--- config.mk ---
export PLATFORM = sky130hd
export DESIGN_NAME = sliding_window_maximum
export DESIGN_NICKNAME = d
export VERILOG_FILES = /design/src/hw/rtl/swm_pkg.sv /design/src/hw/rtl/swm_ctl.sv /design/src/hw/rtl/swm_dp.sv /design/src/hw/rtl/sliding_window_maximum.sv
export SDC_FILE = /design/constraint.sdc
export NUM_CORES = 2
export LEC_CHECK = 0
export ABC_AREA = 1
export BUFFER_PORTS_ARGS = -buffer_cell sky130_fd_sc_hd__buf_4
export CORE_UTILIZATION = 38
export DETAILED_ROUTE_END_ITERATION = 10
export SYNTH_ARGS = -nofsm -noshare
export SYNTH_HDL_FRONTEND = slang
export SYNTH_HIERARCHICAL = 1
export SYNTH_SLANG_ARGS = --single-unit
--- constraint.sdc ---
create_clock -name clk -period 3.75 [get_ports clk]
set_clock_uncertainty 0.15 [all_clocks]
set_input_delay 0.1875 -clock clk [delete_from_list [all_inputs] [get_ports clk]]
set_output_delay 0.1875 -clock clk [all_outputs]
set_load 0.01 [all_outputs]
--- src/hw/rtl/swm_pkg.sv ---
`timescale 1ns / 1ps
// ----------------------------------------------------------------------------
// Sliding window maximum: shared package
// Word types, controller states and the command and status groups that join
// the controller to the datapath.
// ----------------------------------------------------------------------------
package swm_pkg;

	localparam int SAMPLE_BITS = 32;
	localparam int WINDOW_MAX_DEF = 64;
	localparam int CFG_BITS = 7;
	localparam int AGE_BITS = 7;

	localparam logic [CFG_BITS-1:0] WINDOW_RESET = 7'd3;
	localparam logic [AGE_BITS-1:0] AGE_SAT = 7'd127;

	typedef struct packed {
		logic signed [SAMPLE_BITS-1:0] sample;
		logic end_of_array;
	} in_word_t;

	typedef struct packed {
		logic signed [SAMPLE_BITS-1:0] window_max;
		logic last_result;
	} out_word_t;

	typedef enum logic [1:0] {
		ST_IDLE,
		ST_UPDATE,
		ST_SCAN,
		ST_EMIT
	} state_t;

	typedef struct packed {
		logic load;
		logic update;
		logic scan_step;
		logic emit;
	} cmd_t;

	typedef struct packed {
		logic need_scan;
		logic has_result;
		logic scan_busy;
		logic out_free;
	} status_t;

endpackage

--- src/hw/rtl/swm_ctl.sv ---
`timescale 1ns / 1ps
// ----------------------------------------------------------------------------
// Sliding window maximum: controller
// Sequences one sample through load, update, optional rescan and, when a
// result is due, hand-off to the output register.
// ----------------------------------------------------------------------------
module swm_ctl (
	input  logic            clk,
	input  logic            arst_n,
	input  logic            in_valid,
	output logic            in_stall,
	input  swm_pkg::status_t status,
	output swm_pkg::cmd_t   cmd
);
	import swm_pkg::*;

	state_t state_q;
	state_t state_next;

	always_ff @(posedge clk or negedge arst_n) begin
		if (!arst_n) begin
			state_q <= ST_IDLE;
		end else begin
			state_q <= state_next;
		end
	end

	always_comb begin
		state_next = state_q;
		cmd = '0;
		in_stall = 1'b1;
		case (state_q)
			ST_IDLE: begin
				in_stall = 1'b0;
				if (in_valid) begin
					cmd.load = 1'b1;
					state_next = ST_UPDATE;
				end
			end
			ST_UPDATE: begin
				cmd.update = 1'b1;
				if (status.need_scan) begin
					state_next = ST_SCAN;
				end else if (status.has_result) begin
					state_next = ST_EMIT;
				end else begin
					state_next = ST_IDLE;
				end
			end
			ST_SCAN: begin
				cmd.scan_step = 1'b1;
				if (!status.scan_busy) begin
					state_next = ST_EMIT;
				end
			end
			ST_EMIT: begin
				// Wait here until the output register can take the word.
				if (status.out_free) begin
					cmd.emit = 1'b1;
					state_next = ST_IDLE;
				end
			end
			default: begin
				state_next = ST_IDLE;
			end
		endcase
	end

endmodule

--- src/hw/rtl/swm_dp.sv ---
`timescale 1ns / 1ps
// ----------------------------------------------------------------------------
// Sliding window maximum: datapath
// Window memory, fill and age tracking, the rescan read pipeline and the
// output register.
// ----------------------------------------------------------------------------
module swm_dp #(
	parameter int WINDOW_MAX = swm_pkg::WINDOW_MAX_DEF
) (
	input  logic                            clk,
	input  logic                            arst_n,
	input  swm_pkg::in_word_t               in_word,
	input  logic                            cfg_valid,
	output logic                            cfg_ready,
	input  logic [swm_pkg::CFG_BITS-1:0]    cfg_word,
	output logic                            out_valid,
	input  logic                            out_stall,
	output swm_pkg::out_word_t              out_word,
	input  swm_pkg::cmd_t                   cmd,
	output swm_pkg::status_t                status
);
	import swm_pkg::*;

	localparam int AW = (WINDOW_MAX > 1) ? $clog2(WINDOW_MAX) : 1;
	localparam int PW = AW + 1;
	localparam logic [AW-1:0] LAST_SLOT = AW'(WINDOW_MAX - 1);

	logic [SAMPLE_BITS-1:0] mem [WINDOW_MAX];

	logic [CFG_BITS-1:0] cfg_q;
	logic signed [SAMPLE_BITS-1:0] sample_q;
	logic last_q;
	logic [AW-1:0] wp_q;
	logic [CFG_BITS-1:0] fc_q;
	logic [AGE_BITS-1:0] age_q;
	logic signed [SAMPLE_BITS-1:0] max_q;
	logic [CFG_BITS-1:0] scan_left_q;
	logic [AGE_BITS-1:0] scan_age_q;
	logic [AW-1:0] rd_ptr_q;
	logic first_q;
	logic signed [SAMPLE_BITS-1:0] rdata_s1;
	logic rd_valid_s1;
	logic [AGE_BITS-1:0] age_s1;
	logic first_s1;
	logic out_valid_q;
	out_word_t out_q;

	logic [CFG_BITS-1:0] w;
	logic [AGE_BITS-1:0] age_inc;
	logic [CFG_BITS-1:0] fc_inc;
	logic full;
	logic take_new;
	logic [AW-1:0] wp_inc;
	logic [AW-1:0] ptr_inc;
	logic [PW-1:0] start_sum;
	logic [AW-1:0] start_ptr;
	logic issue;
	logic rd_gt;

	// Effective window: zero acts as one, oversize clamps to the memory depth.
	always_comb begin
		if (cfg_q == '0) begin
			w = CFG_BITS'(1);
		end else if (32'(cfg_q) > 32'(WINDOW_MAX)) begin
			w = CFG_BITS'(WINDOW_MAX);
		end else begin
			w = cfg_q;
		end
	end

	assign age_inc = (age_q == AGE_SAT) ? age_q : age_q + AGE_BITS'(1);
	assign fc_inc = fc_q + CFG_BITS'(1);
	assign full = (fc_q >= w);
	assign status.need_scan = full ? (age_inc >= w) : (fc_inc == w);
	assign status.has_result = full || (fc_inc == w);
	assign take_new = full && !status.need_scan && (sample_q > max_q);

	assign wp_inc = (wp_q == LAST_SLOT) ? '0 : wp_q + AW'(1);
	assign ptr_inc = (rd_ptr_q == LAST_SLOT) ? '0 : rd_ptr_q + AW'(1);

	// Oldest slot of the window once the new sample is stored.
	assign start_sum = PW'(wp_inc) + PW'(WINDOW_MAX) - PW'(w);
	assign start_ptr = (start_sum >= PW'(WINDOW_MAX)) ?
		AW'(start_sum - PW'(WINDOW_MAX)) : AW'(start_sum);

	assign issue = cmd.scan_step && (scan_left_q != '0);
	assign rd_gt = (rdata_s1 > max_q);

	assign status.scan_busy = (scan_left_q != '0) || rd_valid_s1;
	assign status.out_free = !out_valid_q || !out_stall;

	assign cfg_ready = 1'b1;
	assign out_valid = out_valid_q;
	assign out_word = out_q;

	always_ff @(posedge clk or negedge arst_n) begin
		if (!arst_n) begin
			cfg_q <= WINDOW_RESET;
		end else if (cfg_valid) begin
			cfg_q <= cfg_word;
		end
	end

	always_ff @(posedge clk) begin
		if (cmd.load) begin
			sample_q <= in_word.sample;
			last_q <= in_word.end_of_array;
		end
	end

	always_ff @(posedge clk) begin
		if (cmd.update) begin
			mem[wp_q] <= sample_q;
		end
		if (issue) begin
			rdata_s1 <= mem[rd_ptr_q];
		end
	end

	always_ff @(posedge clk or negedge arst_n) begin
		if (!arst_n) begin
			wp_q <= '0;
			fc_q <= '0;
		end else if (cmd.update) begin
			wp_q <= wp_inc;
			fc_q <= last_q ? '0 : (full ? fc_q : fc_inc);
		end
	end

	always_ff @(posedge clk or negedge arst_n) begin
		if (!arst_n) begin
			age_q <= '0;
			max_q <= '0;
		end else if (cmd.update) begin
			if (take_new) begin
				max_q <= sample_q;
				age_q <= '0;
			end else begin
				age_q <= age_inc;
			end
		end else if (rd_valid_s1 && (first_s1 || rd_gt)) begin
			// Strictly greater keeps the oldest of equal maxima.
			max_q <= rdata_s1;
			age_q <= age_s1;
		end
	end

	always_ff @(posedge clk or negedge arst_n) begin
		if (!arst_n) begin
			scan_left_q <= '0;
			rd_valid_s1 <= 1'b0;
		end else begin
			rd_valid_s1 <= issue;
			if (cmd.update && status.need_scan) begin
				scan_left_q <= w;
			end else if (issue) begin
				scan_left_q <= scan_left_q - CFG_BITS'(1);
			end
		end
	end

	always_ff @(posedge clk) begin
		if (cmd.update && status.need_scan) begin
			scan_age_q <= AGE_BITS'(w - CFG_BITS'(1));
			rd_ptr_q <= start_ptr;
			first_q <= 1'b1;
		end else if (issue) begin
			scan_age_q <= scan_age_q - AGE_BITS'(1);
			rd_ptr_q <= ptr_inc;
			first_q <= 1'b0;
		end
		if (issue) begin
			age_s1 <= scan_age_q;
			first_s1 <= first_q;
		end
	end

	always_ff @(posedge clk or negedge arst_n) begin
		if (!arst_n) begin
			out_valid_q <= 1'b0;
		end else if (cmd.emit) begin
			out_valid_q <= 1'b1;
		end else if (!out_stall) begin
			out_valid_q <= 1'b0;
		end
	end

	always_ff @(posedge clk) begin
		if (cmd.emit) begin
			out_q.window_max <= max_q;
			out_q.last_result <= last_q;
		end
	end

	// A result never overwrites a word that is still waiting downstream.
	a_emit_free: assert property (@(posedge clk) disable iff (!arst_n)
		cmd.emit |-> (!out_valid_q || !out_stall))
		else $error("result loaded into a full output register");

	// The maximum handed out always lies inside the current window.
	a_age_in_window: assert property (@(posedge clk) disable iff (!arst_n)
		cmd.emit |-> (age_q < w))
		else $error("window maximum is older than the window");

	// Read data only returns for a read issued during a rescan.
	a_read_issued: assert property (@(posedge clk) disable iff (!arst_n)
		rd_valid_s1 |-> $past(cmd.scan_step))
		else $error("memory read data without a rescan step");

	a_wp_range: assert property (@(posedge clk) disable iff (!arst_n)
		32'(wp_q) < 32'(WINDOW_MAX))
		else $error("write position beyond the window memory");

endmodule

--- src/hw/rtl/sliding_window_maximum.sv ---
`timescale 1ns / 1ps
// ----------------------------------------------------------------------------
// Sliding window maximum: top level
// Streams signed samples and returns the maximum of the last window_size
// samples of the current array once the window has filled.
// ----------------------------------------------------------------------------
// One sample is handled at a time. A sample that needs no rescan passes from
// acceptance through load, update and, if a result is due, hand-off; one that
// does finish filling the window or lets the maximum age out of it rescans the
// stored window through the single read port of the window memory, one entry
// a cycle, before the hand-off. A new sample is accepted while the previous
// result still waits in the output register. No reset clearing pass is needed:
// the window memory is only read where the current array has written it.
module sliding_window_maximum #(
	parameter int WINDOW_MAX = swm_pkg::WINDOW_MAX_DEF
) (
	input  logic                         clk,
	input  logic                         arst_n,
	input  logic                         in_valid,
	output logic                         in_stall,
	input  swm_pkg::in_word_t            in_word,
	output logic                         out_valid,
	input  logic                         out_stall,
	output swm_pkg::out_word_t           out_word,
	input  logic                         cfg_valid,
	output logic                         cfg_ready,
	input  logic [swm_pkg::CFG_BITS-1:0] cfg_word
);
	import swm_pkg::*;

	cmd_t cmd;
	status_t status;

	swm_ctl u_ctl (
		.clk      (clk),
		.arst_n   (arst_n),
		.in_valid (in_valid),
		.in_stall (in_stall),
		.status   (status),
		.cmd      (cmd)
	);

	swm_dp #(
		.WINDOW_MAX (WINDOW_MAX)
	) u_dp (
		.clk       (clk),
		.arst_n    (arst_n),
		.in_word   (in_word),
		.cfg_valid (cfg_valid),
		.cfg_ready (cfg_ready),
		.cfg_word  (cfg_word),
		.out_valid (out_valid),
		.out_stall (out_stall),
		.out_word  (out_word),
		.cmd       (cmd),
		.status    (status)
	);

endmodule

==> results.json <==
{
  "finalMaxSlewViolations": 0,
  "arrival_ns": 4.10,
  "crit_path_end_kind": "flop",
  "vias": 60800,
  "synth_top_area_share": 0.725,
  "htree_num_levels": 4,
  "ant_nets": 0,
  "ff_latch_area_sq_mm": 0.0668,
  "cts_made_buffers": 222,
  "pre_cts_ws_ns": 0.0682,
  "start_util": 0.382,
  "yosysTopAreaCell": "edfxtp_1",
  "critPathKind": "flop to flop",
  "async_flop_share": 0.0313,
  "hold_class": "primary input to asynchronous set/reset pin",
  "clk_pin_slew_worst_paths_ns": 0.06,
  "die_area_sq_mm": 0.238,
  "clkSinkCount": 2238,
  "synthesis.nets": 7142,
  "clockBufferDepth": 3,
  "synth-seq-cells": 2238,
  "wire_per_inst_um": 26.9,
  "synth_area_leaders": "edfxtp_1 (72%), o21ai_0 (7.2%), nor2_1 (6.1%)",
  "ys.flop_type": "edfxtp_1",
  "drt_iter0_markers": 7670,
  "grt_pass1_vias": 57000,
  "syn_area_sq_mm": 0.0898,
  "synth_edf_count": 2167,
  "grt_overflow_total": 0,
  "min_period_over_period": 0.957,
  "syn_avg_cell_area_sq_um": 12.8,
  "max_slew.worst_pin.slew_ns": 1.03,
  "ir_drop_v": 0.000589,
  "cts_tree": "yes",
  "layout-drive-gt1-share": 0.114,
  "wirelength_um": 286000,
  "synthCells": 7007,
  "cp-start-kind": "flop",
  "status": "completed",
  "grt_pass1_wl_um": 406000,
  "path_max_fanout": 9,
  "grt_max_degree": 109,
  "fmax_ghz": 0.279,
  "coreArea_sq_mm": 0.235,
  "clk_latency_ns": 0.91,
  "firstDrtPassIters": 7,
  "rows": 178,
  "hold_viol_final": 0,
  "syn_to_final_growth_pct": 16.7,
  "ys_types": 52,
  "multi_input_area_sq_mm": 0.0210,
  "drc_errors": 0,
  "slew_headroom": 0.312,
  "track_usage": 0.236,
  "port_buffers": 79,
  "fillers": 20900,
  "cellPowerDensity_mw_per_mm2": 767,
  "critPathRequiredTime_ns": 4.26,
  "yosysSeqAreaShare": 0.744,
  "total_power_w": 0.0804,
  "die_x_um": 488,
  "io-pin-count": 81,
  "setup_violations": 0,
  "fin_ws_ns": 0.160,
  "place_congestion": 0.899,
  "p_leak_nw": 34.4,
  "antenna_found_initial": 22,
  "die_h_um": 488,
  "vias_per_cell": 5.72,
  "final_nets": 7419,
  "hpwl_um": 165000,
  "ys_warn_count": 6,
  "maxCapViolCount": 0,
  "cts_root_buffer": "clkbuf_16",
  "holdWs_ns": 0.262,
  "post-route-min-period_ns": 3.59
}
[layout make-up]
type                       count  area share
clock buffer                 267      0.0546
timing repair buffer         525      0.0503
sequential                  2238       0.638
tap                         3150      0.0376
multi-input combinational   4177       0.201
antenna                        7    0.000167
inverter                     120     0.00456
clock inverter               142      0.0137
[kinds of logic after synthesis]
| group | synth area share |
|---|---|
| adder cells (fa/ha/maj) | 0.0126 |
| multiplexers | 0.000613 |
| buffers and inverters | 0.0271 |
| XOR/XNOR | 0.00185 |
| AO/OA/AOI/OAI | 0.127 |
| other | 0.0000418 |
| AND/OR/NAND/NOR | 0.0864 |
| flip-flops | 0.744 |
[state kept, by name, indices dropped and copies added, names as in the netlist, 6 cells and up, named ones only]
name / cells
u_dp/scan_left_q: 7
u_dp/age_s1: 7
u_dp/fc_q: 7
u_dp/age_q: 7
u_dp/rdata_s1: 32
u_dp/scan_age_q: 7
u_dp/max_q: 32
u_dp/sample_q: 32
u_dp/wp_q: 6
u_dp/rd_ptr_q: 6
u_dp/mem: 2048
u_dp/cfg_q: 7
u_dp/out_word: 33
[per-layer routing]
metal  vias to the layer above  global-route usage  routed length (um)
li1                      26500                   -                   -
met1                     30600               0.326              115000
met2                      3156               0.366              130000
met3                       490              0.0445               28700
met4                        14              0.0920               11200
met5                         -                   0                 107
[placed cells by master (no fill, tap or decap), types with 53 or more instances in the layout]
cell,instances
ha_1,88
nor2_4,67
nand3_1,96
o21ai_0,1295
a21oi_1,53
buf_4,341
nor2_1,1395
inv_1,109
nand2_1,374
buf_12,85
dlygate4sd3_1,98
dfrtp_1,68
edfxtp_1,2167
clkinv_1,55
clkbuf_16,222
o22ai_1,606
[power breakdown]
| group | total (W) | leakage [nW] | internal (W) | switching [W] |
|---|---|---|---|---|
| Clock | 0.0219 | 3.48 | 0.0121 | 0.00979 |
| Sequential | 0.0311 | 20.4 | 0.0298 | 0.00121 |
| Combinational | 0.0274 | 10.5 | 0.00816 | 0.0193 |
[repair_timing]
action | CTS | global route
setup buffers | 0 | 1
setup endpoints to repair | 0 | 57
hold buffers | 99 | 0
resized for setup | 0 | 5
endpoints found under the hold margin | 155 | 0
[stage by stage]
step / TNS, ns / utilization / cell area (sq um) / cells
after detailed placement: 0 / 0.411 / 96500 / 10100
after global routing: -0.00644 / 0.446 / 105000 / 10600
final: 0 / 0.446 / 105000 / 10600
after floorplan: 0 / - / 89800 / 7007
after global placement: 0 / 0.411 / 96500 / 10100
after CTS: 0 / 0.446 / 105000 / 10600
[synth_stat cells (20+ instances only)]
master / number
o21ai_0: 1295
ha_1: 89
nand2_1: 374
clkbuf_1: 322
inv_1: 111
nand3_1: 96
nor2_1: 1463
o21ai_1: 41
o32ai_1: 32
edfxtp_1: 2167
nand4_1: 20
o221ai_1: 20
a21oi_1: 53
buf_2: 129
o22ai_1: 606
dfrtp_1: 68
[final timing paths]
path | start | endpoint | slack (ns) | cells after the start
min in group clk | u_dp/first_q$_SDFFE_PN1P_ | u_dp/first_s1$_DFFE_PP_ | 0.32 | 0
setup / recovery | u_dp/age_q[0]$_DFFE_PN0P_ | u_dp/scan_age_q[4]$_DFFE_PP_ | 0.16 | 18
hold reg to reg | u_dp/first_q$_SDFFE_PN1P_ | u_dp/first_s1$_DFFE_PP_ | 0.32 | 0
setup reg to reg | u_dp/age_q[0]$_DFFE_PN0P_ | u_dp/scan_age_q[4]$_DFFE_PP_ | 0.16 | 18
hold / removal | arst_n | u_dp/cfg_q[0]$_DFFE_PN1P_ | 0.26 | 3
max in group asynchronous | arst_n | u_dp/max_q[10]$_DFFE_PN0P_ | 2.75 | 4
[critical path, cell delays in order (launching register included)]
cell and delay, ns:
dfrtp_1 0.40, ha_1 0.19, nand2_1 0.09, nor2_2 0.16, nand4_2 0.18, nand4_1 0.17, nor2_1 0.06, xor2_1 0.20
ha_1 0.27, nand2_1 0.08, nor2_1 0.06, a211oi_2 0.28, nand3_4 0.15, nand3_4 0.17, inv_2 0.10, o21ai_4 0.16
ha_2 0.24, nand2_1 0.08, xor2_1 0.15
Note: power is estimated with default switching activity, not from simulation.
